[src/hw/rtl/s7e8_pkg.sv]
// Shared types and constants for the seven-in-eight byte encoder.
// Used by every module of the encoder core; depends on nothing else.
package s7e8_pkg;

  typedef enum logic {
    CMD_DATA = 1'b0,
    CMD_END  = 1'b1
  } cmd_t;

  typedef struct packed {
    cmd_t       command;
    logic [7:0] data_byte;
  } in_item_t;

  typedef struct packed {
    logic [7:0] code_byte;
    logic       last_of_run;
  } out_item_t;

  // Results of one request, handed from the packer to the output buffer.
  typedef struct packed {
    logic [1:0] n_results;
    out_item_t  res0;
    out_item_t  res1;
  } step_res_t;

  localparam logic [7:0] CONT_BIT  = 8'h80;
  localparam logic [7:0] FULL_MASK = 8'hFF;
  localparam logic [7:0] LOW7_MASK = 8'h7F;
  localparam logic [7:0] ZERO_CODE = 8'h00;
  localparam logic [2:0] POS_LAST  = 3'd7;
  localparam logic [2:0] POS_MAX   = 3'd6;

endpackage

[src/hw/rtl/s7e8_in_reg.sv]
// Input register of the encoder core: holds one request until the packer takes it.
// Depends on s7e8_pkg for the request type.
module s7e8_in_reg (
  input  logic               clk,
  input  logic               rst,
  input  logic               data_valid,
  output logic               data_stall,
  input  s7e8_pkg::in_item_t data_item,
  input  logic               take,
  output logic               held_valid,
  output s7e8_pkg::in_item_t held_item
);

  always_comb begin
    data_stall = held_valid && !take;
  end

  always_ff @(posedge clk) begin
    if (rst) begin
      held_valid <= 1'b0;
    end else if (data_valid && !data_stall) begin
      held_valid <= 1'b1;
    end else if (take) begin
      held_valid <= 1'b0;
    end
  end

  always_ff @(posedge clk) begin
    if (data_valid && !data_stall) begin
      held_item <= data_item;
    end
  end

endmodule

[src/hw/rtl/s7e8_pack.sv]
// Packer of the encoder core: the 7-bit window state and the logic that turns
// one request into zero, one or two code bytes. Depends on s7e8_pkg.
module s7e8_pack (
  input  logic                clk,
  input  logic                rst,
  input  logic                fire,
  input  s7e8_pkg::in_item_t  item,
  output s7e8_pkg::step_res_t step
);

  logic       empty_flag;
  logic [2:0] bit_position;
  logic [6:0] carry_bits;
  logic [7:0] pending_byte;

  logic       empty_flag_next;
  logic [2:0] bit_position_next;
  logic [6:0] carry_bits_next;
  logic [7:0] pending_byte_next;

  logic [2:0] pos_d;
  logic [7:0] mask_d;
  logic [2:0] pos_e;
  logic [7:0] mask_e;
  logic [7:0] low_e;
  logic [7:0] carry_w;

  always_comb begin
    pos_d   = (bit_position == s7e8_pkg::POS_LAST) ? s7e8_pkg::POS_LAST : bit_position + 3'd1;
    mask_d  = s7e8_pkg::FULL_MASK >> pos_d;
    pos_e   = (bit_position > s7e8_pkg::POS_MAX) ? s7e8_pkg::POS_MAX : bit_position;
    mask_e  = s7e8_pkg::LOW7_MASK >> pos_e;
    low_e   = pending_byte & mask_e;
    carry_w = {1'b0, carry_bits};

    empty_flag_next   = empty_flag;
    bit_position_next = bit_position;
    carry_bits_next   = carry_bits;
    pending_byte_next = pending_byte;

    step                  = '0;
    step.res0.code_byte   = s7e8_pkg::ZERO_CODE;
    step.res1.code_byte   = s7e8_pkg::ZERO_CODE;

    if (item.command == s7e8_pkg::CMD_DATA) begin
      pending_byte_next = item.data_byte;
      empty_flag_next   = 1'b0;
      if (empty_flag) begin
        carry_bits_next   = '0;
        bit_position_next = '0;
      end else begin
        step.res0.code_byte = s7e8_pkg::CONT_BIT | carry_w | (pending_byte & mask_d);
        if (pos_d == s7e8_pkg::POS_LAST) begin
          // The window wrapped: the upper seven bits go out as a byte of their own.
          step.n_results        = 2'd2;
          step.res1.code_byte   = s7e8_pkg::CONT_BIT | {1'b0, pending_byte[7:1]};
          step.res1.last_of_run = 1'b1;
          carry_bits_next       = '0;
          bit_position_next     = '0;
        end else begin
          step.n_results        = 2'd1;
          step.res0.last_of_run = 1'b1;
          carry_bits_next       = 7'((pending_byte & ~mask_d) >> 1);
          bit_position_next     = pos_d;
        end
      end
    end else begin
      empty_flag_next   = 1'b1;
      bit_position_next = '0;
      carry_bits_next   = '0;
      pending_byte_next = '0;
      if (empty_flag) begin
        step.n_results        = 2'd1;
        step.res0.code_byte   = s7e8_pkg::ZERO_CODE;
        step.res0.last_of_run = 1'b1;
      end else if (bit_position == 3'd0) begin
        if (!pending_byte[7] && pending_byte != 8'd0) begin
          step.n_results        = 2'd1;
          step.res0.code_byte   = pending_byte;
          step.res0.last_of_run = 1'b1;
        end else begin
          step.n_results        = 2'd2;
          step.res0.code_byte   = s7e8_pkg::CONT_BIT | (pending_byte & s7e8_pkg::LOW7_MASK);
          step.res1.code_byte   = {1'b0, pending_byte[7], 6'd0};
          step.res1.last_of_run = 1'b1;
        end
      end else if (low_e != 8'd0 && low_e == pending_byte) begin
        step.n_results        = 2'd1;
        step.res0.code_byte   = carry_w | low_e;
        step.res0.last_of_run = 1'b1;
      end else begin
        step.n_results        = 2'd2;
        step.res0.code_byte   = s7e8_pkg::CONT_BIT | carry_w | low_e;
        step.res1.code_byte   = (pending_byte & ~mask_e) >> 1;
        step.res1.last_of_run = 1'b1;
      end
    end
  end

  always_ff @(posedge clk) begin
    if (rst) begin
      empty_flag   <= 1'b1;
      bit_position <= '0;
      carry_bits   <= '0;
      pending_byte <= '0;
    end else if (fire) begin
      empty_flag   <= empty_flag_next;
      bit_position <= bit_position_next;
      carry_bits   <= carry_bits_next;
      pending_byte <= pending_byte_next;
    end
  end

endmodule

[src/hw/rtl/s7e8_out_buf.sv]
// Two-entry output buffer of the encoder core: takes all code bytes of one
// request at once and hands them out one per cycle while the output is not stalled. Depends on s7e8_pkg.
module s7e8_out_buf (
  input  logic                clk,
  input  logic                rst,
  input  logic                load,
  input  s7e8_pkg::step_res_t step,
  output logic                room,
  output logic                code_valid,
  input  logic                code_stall,
  output s7e8_pkg::out_item_t code_item
);

  logic [1:0]          count;
  s7e8_pkg::out_item_t slot0;
  s7e8_pkg::out_item_t slot1;
  logic                pop;

  always_comb begin
    code_valid = count != 2'd0;
    code_item  = slot0;
    pop        = code_valid && !code_stall;
    // A new request may land once the buffer drains in this cycle.
    room       = (count == 2'd0) || (count == 2'd1 && pop);
  end

  always_ff @(posedge clk) begin
    if (rst) begin
      count <= '0;
    end else if (load) begin
      count <= step.n_results;
    end else if (pop) begin
      count <= count - 2'd1;
    end
  end

  always_ff @(posedge clk) begin
    if (load) begin
      slot0 <= step.res0;
      slot1 <= step.res1;
    end else if (pop) begin
      slot0 <= slot1;
    end
  end

endmodule

[src/hw/rtl/seven_in_eight_byte_encoder_core.sv]
// Top level of the seven-in-eight byte encoder core.
// Instantiates s7e8_in_reg, s7e8_pack and s7e8_out_buf; depends on s7e8_pkg.

// A request carries a data byte or an end command. Each data byte is held back
// until the next request arrives, and its bits leave as 7-bit code bytes with bit 7
// set while more follow; every seven data bytes give eight code bytes, and an end
// gives one or two bytes (a lone 0x00 for an empty string) before the encoder returns
// to the empty state. Requests that give no byte or one byte stream at one per cycle
// while the output does not stall; a request that gives two bytes (every seventh
// data byte and most ends) holds the input while the single byte-wide output port
// drains the two-entry output buffer. The first code byte is offered on the output
// once its request has passed the input register and been loaded into the buffer.
module seven_in_eight_byte_encoder_core (
  input  logic                clk,
  input  logic                rst,
  input  logic                data_valid,
  output logic                data_stall,
  input  s7e8_pkg::in_item_t  data_item,
  output logic                code_valid,
  input  logic                code_stall,
  output s7e8_pkg::out_item_t code_item
);

  logic                held_valid;
  s7e8_pkg::in_item_t  held_item;
  s7e8_pkg::step_res_t step;
  logic                room;
  logic                fire;

  assign fire = held_valid && room;

  s7e8_in_reg u_in_reg (
    .clk        (clk),
    .rst        (rst),
    .data_valid (data_valid),
    .data_stall (data_stall),
    .data_item  (data_item),
    .take       (fire),
    .held_valid (held_valid),
    .held_item  (held_item)
  );

  s7e8_pack u_pack (
    .clk  (clk),
    .rst  (rst),
    .fire (fire),
    .item (held_item),
    .step (step)
  );

  s7e8_out_buf u_out_buf (
    .clk        (clk),
    .rst        (rst),
    .load       (fire),
    .step       (step),
    .room       (room),
    .code_valid (code_valid),
    .code_stall (code_stall),
    .code_item  (code_item)
  );

`ifndef SYNTH
  // The first byte of a pair is never the last one, and its partner is.
  a_pair_marks: assert property (@(posedge clk) disable iff (rst)
    fire && step.n_results == 2'd2 |-> !step.res0.last_of_run && step.res1.last_of_run)
    else $error("two-byte request with wrong last_of_run marks");

  // A byte that is not last of its run is always followed by its partner.
  a_partner_follows: assert property (@(posedge clk) disable iff (rst)
    code_valid && !code_stall && !code_item.last_of_run |=> code_valid)
    else $error("continuation byte not followed by its partner");

  // A request that gives no byte leaves the output empty.
  a_silent_request: assert property (@(posedge clk) disable iff (rst)
    fire && step.n_results == 2'd0 |=> !code_valid)
    else $error("output valid after a request that gave no byte");
`endif

endmodule

[config.mk]
export PLATFORM = sky130hd
export DESIGN_NAME = seven_in_eight_byte_encoder_core
export DESIGN_NICKNAME = d
export VERILOG_FILES = /design/src/hw/rtl/s7e8_pkg.sv /design/src/hw/rtl/s7e8_in_reg.sv /design/src/hw/rtl/s7e8_pack.sv /design/src/hw/rtl/s7e8_out_buf.sv /design/src/hw/rtl/seven_in_eight_byte_encoder_core.sv
export SDC_FILE = /design/constraint.sdc
export NUM_CORES = 1
export LEC_CHECK = 0
export BUFFER_PORTS_ARGS = -buffer_cell sky130_fd_sc_hd__buf_2
export CORE_MARGIN = 5
export CORE_UTILIZATION = 35
export DETAILED_ROUTE_END_ITERATION = 8
export GPL_TIMING_DRIVEN = 0
export PLACE_DENSITY = 0.62
export SETUP_SLACK_MARGIN = 0.3
export SYNTH_ARGS = -nofsm -noshare
export SYNTH_HDL_FRONTEND = slang
export SYNTH_SLANG_ARGS = --single-unit
[constraint.sdc]
create_clock -name clk -period 2.65 [get_ports clk]
set_input_delay 0.1325 -clock clk [delete_from_list [all_inputs] [get_ports clk]]
set_output_delay 0.1325 -clock clk [all_outputs]
set_load 0.01 [all_outputs]
# Word-level counts from Yosys, hierarchy flattened
# Index checks and enable logic that the tools add are counted.
# totals
input_bits,13
output_inout_bits,11
word_cells,79
regBits,49
# op_classes
n_reduce_logical,19
addsub,2
eq_ne,4
n_shift,2
mux,30
bitwise,9
order_cmp,1
# ops
cell,n
20-bit 2-to-1 mux,3
9-bit 2-to-1 mux,4
8-bit bitwise AND,4
8-bit 2-to-1 mux,3
7-bit 2-to-1 mux,3
10-bit 2-to-1 mux,2
8-bit inverter,2
8-bit bitwise OR,2
8-bit nonzero test,2
3-bit 2-to-1 mux,5
11-bit 2-to-1 mux,1
8-bit == test,1
7-bit by 8-bit bitwise OR with 8-bit output,1
7-bit by 3-bit >> shifter with 8-bit output (first input constant),1
8-bit by 3-bit >> shifter with 8-bit output (first input constant),1
1-bit logical AND,7
3-bit == test (second input constant),2
1-bit 2-to-1 mux,6
2-bit 2-to-1 mux,3
2-bit nonzero test,3
1-bit zero test,4
3-bit by 1-bit adder with 3-bit output (second input constant),1
3-bit > comparator (second input constant),1
3-bit zero test,1
other kinds (4),4

# Depth between registers and ports, before layout
# logic_depth
depth_word,11
mapped_depth,8

# Hierarchy
# Synthesis repeated with hierarchy kept, for this count alone.
# unflattened
hier_cells,254
area_unflattened_um2,2547.4
# modules_own_cells
module,area_each_um2,seq_area_each_um2,cells_each,n_inst
s7e8_pack,1428.9,380.4,193,1
s7e8_out_buf,792.0,580.6,47,1
s7e8_in_reg,320.3,290.3,13,1
seven_in_eight_byte_encoder_core,6.3,0.0,1,1

# Worst setup path before layout
# No wires, ideal clock.
# synth_timing
path_kind,register to register
start,reg u_pack.bit_position[0]
end,reg u_out_buf.slot1[2] in the netlist's numbering (data pin)
setup_ns,0.255
path_slack_ns,0.476
stages_incl_launch_ff,9
arrival_time_ns,1.920
synth_period_minus_slack_ns,2.174
path_cell_list,dfxtp_1 buf_2 inv_1 ha_1 nor2b_1 maj3_4 nand2_1 o21ai_0 and2_1
# synth_rtl
element,line_no,source
from (decl),s7e8_pack.sv:12,logic [2:0] bit_position;
from (signal assigned),s7e8_pack.sv:108,bit_position <= bit_position_next;
to (signal assigned),s7e8_out_buf.sv:40,slot1 <= step.res1;
to (decl),s7e8_out_buf.sv:16,s7e8_pkg::out_item_t slot1;

# Final worst setup path
# layout_timing
start,reg u_pack.bit_position[0]
end,reg u_pack.carry_bits[5]
# layout_between
elab_chain_cells,8
word_cells_on_any_way,10
cone_classes,1 x add/sub; 2 x eq/ne; 1 x shift; 4 x mux; 2 x bitwise
# layout_lines
element,line_no,source
3-bit by 1-bit adder with 3-bit output / 3-bit == test (equally long branches),s7e8_pack.sv:29,pos_d = (bit_position == s7e8_pkg::POS_LAST) ? s7e8_pkg::POS_LAST : bit_position + 3'd1;
3-bit 2-to-1 mux *,s7e8_pack.sv:29,
8-bit by 3-bit >> shifter with 8-bit output,s7e8_pack.sv:30,mask_d = s7e8_pkg::FULL_MASK >> pos_d;
8-bit inverter,s7e8_pack.sv:63,carry_bits_next = 7'((pending_byte & ~mask_d) >> 1);
8-bit bitwise AND,s7e8_pack.sv:63,
7-bit 2-to-1 mux *,s7e8_pack.sv:53,if (pos_d == s7e8_pkg::POS_LAST) begin
7-bit 2-to-1 mux *,s7e8_pack.sv:48,if (empty_flag) begin
7-bit 2-to-1 mux *,s7e8_pack.sv:45,if (item.command == s7e8_pkg::CMD_DATA) begin
to (signal assigned),s7e8_pack.sv:109,carry_bits <= carry_bits_next;
to (decl),s7e8_pack.sv:13,logic [6:0] carry_bits;
# Mark *: on every way between the ends. The rest lies on a longest branch, timed or not.
# A chain may end at the register's enable or synchronous reset.

==> run summary <==
The tools report the number of global-route vias before repair as 1951. The die is 95.11 um wide. The cell depth of the worst hold path was 1; the number of distinct library cell variants in the gate-level netlist after synthesis was 58. The tools report the fmax as 450.9 MHz.

After legalization and detailed placement, the total HPWL measured 4.234 mm. The core utilization of the finished layout was 0.4239; the routed wire length was 6.022 mm. At the end of routability-driven placement, the weighted congestion stood at 0.9053. For the pin with the worst max-slew slack, the measured transition is 0.9055 ns.

The ratio of cells with drive above 1 in the final layout was 0.1803; the final max-slew violation count was 0. Among the stages of the critical path, the cell type that occurs most often is sky130_fd_sc_hd__buf_6. Synthesis inferred 49 register bits.

The area growth from synthesis to layout is 19.35%. The fraction of registers with async set or reset after synthesis is 0. The run gives 5 as the number of buffers added by the clock tree synthesis step. Setup repair after global routing left no endpoint under its margin. The first routing iteration left 197 violations. Entering global routing, the biggest net connects 17 pins. Clock-pin slew was measured on the worst setup and hold paths at 0.09 ns. The ratio of final minimum period to clock period is 0.8369, and the synthesized cell area is 2535 um^2. The total core area came out at 7137 um^2. The tools report the endpoint kind of the worst setup timing path as a flop.

The total of max-cap violations came out at 0. In the synthesized netlist the dominant register cell turns out to be sky130_fd_sc_hd__edfxtp_1. The first global-routing pass estimated 9.846 mm of wire.

The startpoint identified for the worst hold timing path is data_item[8]. The floorplan step set the die height to 95.11 um. The initial standard-cell utilization of the core is 0.3552. The root buffer cell chosen for the clock tree is sky130_fd_sc_hd__clkbuf_8.

The run finished with clean final reports. The clock passes through at most 2 buffers. The hold path endpoint is u_in_reg.held_item[8]$_DFFE_PP_. Each instance of the synthesized netlist takes up on average 9.639 um^2. The worst reg-to-reg path cell count works out to 9. The sum of overflow across all layers after global routing is 0, and the maximum vdd drop is 322.4 uV. The run gives 0.4936 as the portion of the post-synthesis area used by sequential elements. In the final routed layout, each cell accounts on average for 14.91 um. In this run, synthesis inferred 27 flip-flops with an integrated enable. TritonCTS built the clock tree.

For the number of vias in the routed layout, the log shows 2099. The time the worst path needs with I/O delays and setup was 2.218 ns. Setup violations remaining at the end of the flow were counted as 0.

At the worst endpoint, the required time is 2.88 ns. The clock drives 49 sinks. Net count after synthesis: 282. Before antenna repair, the detailed router went through 4 iterations. 24 I/O pins were placed. The logs give 0.003742 ns for the setup clock skew after layout and 0.30 ns for the insertion delay of the later-clocked pin in the worst-skew pair. The worst-path cell with the longest stage delay is sky130_fd_sc_hd__dfxtp_4. The layout has 712 filler cells. The tools report the DRC violation count after routing as 0. The post-detailed-route count of antenna-violating nets is 0, and the cell area power density is 654.3 nW/um^2. STA classifies the critical path startpoint as a flop. At the placement stage, the worst setup path has a slack of -0.02421 ns. After the last flow step, the layout net total stands at 323. The total die area was 9045 um^2; the reported leakage power was 0.001081 uW. The critical path goes through buf_6, clkinvlp_4, ha_4, nor2b_1, maj3_4, nor4_4, buf_6, nand3b_1, a21oi_1.

The logs give 0.3791 for the headroom to the max-slew limit and 1979 uW for the post-layout total power. The repair_antennas step left the layout with diodes totalling 0. The count of port buffers added during placement works out to 23. For the initial antenna violation count, the log shows 0. The startpoint identified for the worst register-to-register timing path is u_pack.bit_position[0]$_SDFFE_PP0P_.

On the worst path, the slowest cell contributes a delay of 0.38 ns. The H-tree depth reported by CTS is 2. The min-delay analysis places its worst path in the category in -> reg. The tools report the endpoint of the most critical register-to-register path as u_pack.carry_bits[5]$_SDFFE_PP0P_. Row count: 31.

In the layout the commonest cells are sky130_fd_sc_hd__nor2_1, sky130_fd_sc_hd__edfxtp_1, sky130_fd_sc_hd__a21oi_1. In the routed layout, each cell is associated on average with a via count of 5.196. The warning count from the yosys run is 0, and the post-synthesis cell count is 263. The cell family contributing the most delay on the critical path was adder cells. The worst hold margin was 0.008097 ns; the maximum net fanout on the critical path was 10. Leaving out fill and tap cells, the most frequent cell in the layout is sky130_fd_sc_hd__nor2_1. The type of the setup path with the least slack is reg -> reg. The tools report the final count of hold timing violations as 0.

Setup slack on the critical path of the routed design comes to 0.4321 ns. The arrival time of data at the critical path endpoint was 2.45 ns. The run gives 0.1393 as the combined global-route utilization of all metal layers.

In this run the register-to-register setup slack is 0.43 ns. The critical path contains buffers and inverters numbering 3 combined.
cell type report:
cell class,count,area [um^2],area share
tap,99,123.9,0.04094
inverter,15,65.06,0.02151
clock buffer,6,72.57,0.02399
buffer,17,88.84,0.02936
clock inverter,2,10.01,0.003309
sequential,49,1255,0.4148
multi-input combinational,182,1189,0.3929
timing repair buffer,34,221.5,0.07320
through the flow:
stage	std cells	area [um^2]	setup TNS, ns
final	404	3025	0
after floorplan	263	2535	0
after detailed placement	385	2774	-0.08306
after global routing	404	3025	0
after global placement	385	2774	-0.1791
after CTS	402	2960	0
cells by family after synthesis:
group                    share of synthesized area
multiplexers                              0.008391
adder cells (fa/ha/maj)                    0.03504
buffers and inverters                      0.05478
AO/OA/AOI/OAI                               0.2197
AND/OR/NAND/NOR                             0.1851
flip-flops                                  0.4936
XOR/XNOR                                  0.003456
timing repair:
action,4_1_cts,5_1_grt
hold buffers,8,0
resized for setup,5,11
setup endpoints to repair,18,13
pin swaps,1,1
hold endpoints to repair,8,0
setup buffers,1,2
per-layer routing:
metal / vias up / wire (um) / GRT usage
li1: 1041 / - / -
met1: 968 / 2795 / 0.1984
met2: 82 / 2736 / 0.2187
met3: 8 / 426 / 0.02447
met4: 0 / 63 / 0.03486
met5: - / 0 / 0
power breakdown:
| group | internal [uW] | leakage [uW] | switching (uW) |
|---|---|---|---|
| registers | 937 | 0.000442 | 53.6 |
| clock network | 183 | 0.0000450 | 240 |
| logic | 220 | 0.000593 | 345 |
| total | 1340 | 0.00108 | 639 |
cells in the mapped netlist (all sizes together) (2+ instances only):
cell	n	share of area
a2111oi	2	0.0069
a211o	2	0.0074
a21boi	5	0.015
a21o	3	0.0089
a21oi	25	0.049
a22oi	5	0.015
a32oi	3	0.010
and2	4	0.010
buf	4	0.012
clkbuf	13	0.020
dfxtp	22	0.17
edfxtp	27	0.32
ha	6	0.030
inv	14	0.021
nand2	19	0.028
nand2b	8	0.020
nand3	3	0.0059
nand3b	2	0.0059
nor2	28	0.041
nor2b	5	0.012
nor3	7	0.014
nor3b	9	0.027
nor4	2	0.013
o21ai	14	0.029
o22ai	2	0.0049
o31ai	2	0.0059
o32ai	4	0.014
o41ai	2	0.0069
worst max-delay path by stage:
stage               cells past startpoint                                start  slack [ns]                                end
floorplan                               8  u_pack.bit_position[0]$_SDFFE_PP0P_        0.48       u_out_buf.slot1[2]$_DFFE_PP_
global placement                        8  u_pack.bit_position[0]$_SDFFE_PP0P_       -0.05  u_pack.carry_bits[6]$_SDFFE_PP0P_
detailed placement                      8  u_pack.bit_position[0]$_SDFFE_PP0P_       -0.02  u_pack.carry_bits[5]$_SDFFE_PP0P_
CTS                                     9  u_pack.bit_position[0]$_SDFFE_PP0P_        0.29  u_pack.carry_bits[5]$_SDFFE_PP0P_
global route                            9  u_pack.bit_position[0]$_SDFFE_PP0P_        0.31  u_pack.carry_bits[5]$_SDFFE_PP0P_
finish                                  9  u_pack.bit_position[0]$_SDFFE_PP0P_        0.43  u_pack.carry_bits[5]$_SDFFE_PP0P_
flip-flops by register name (all words and copies together), names as in the netlist:
| name | cells |
|---|---|
| u_in_reg.held_item | 9 |
| u_out_buf.code_item | 9 |
| u_out_buf.slot1 | 9 |
| u_pack.pending_byte | 8 |
| u_pack.carry_bits | 7 |
| u_pack.bit_position | 3 |
| u_out_buf.count | 2 |
| u_in_reg.held_valid | 1 |
| u_pack.empty_flag | 1 |
(Power assumes the default switching activity.)
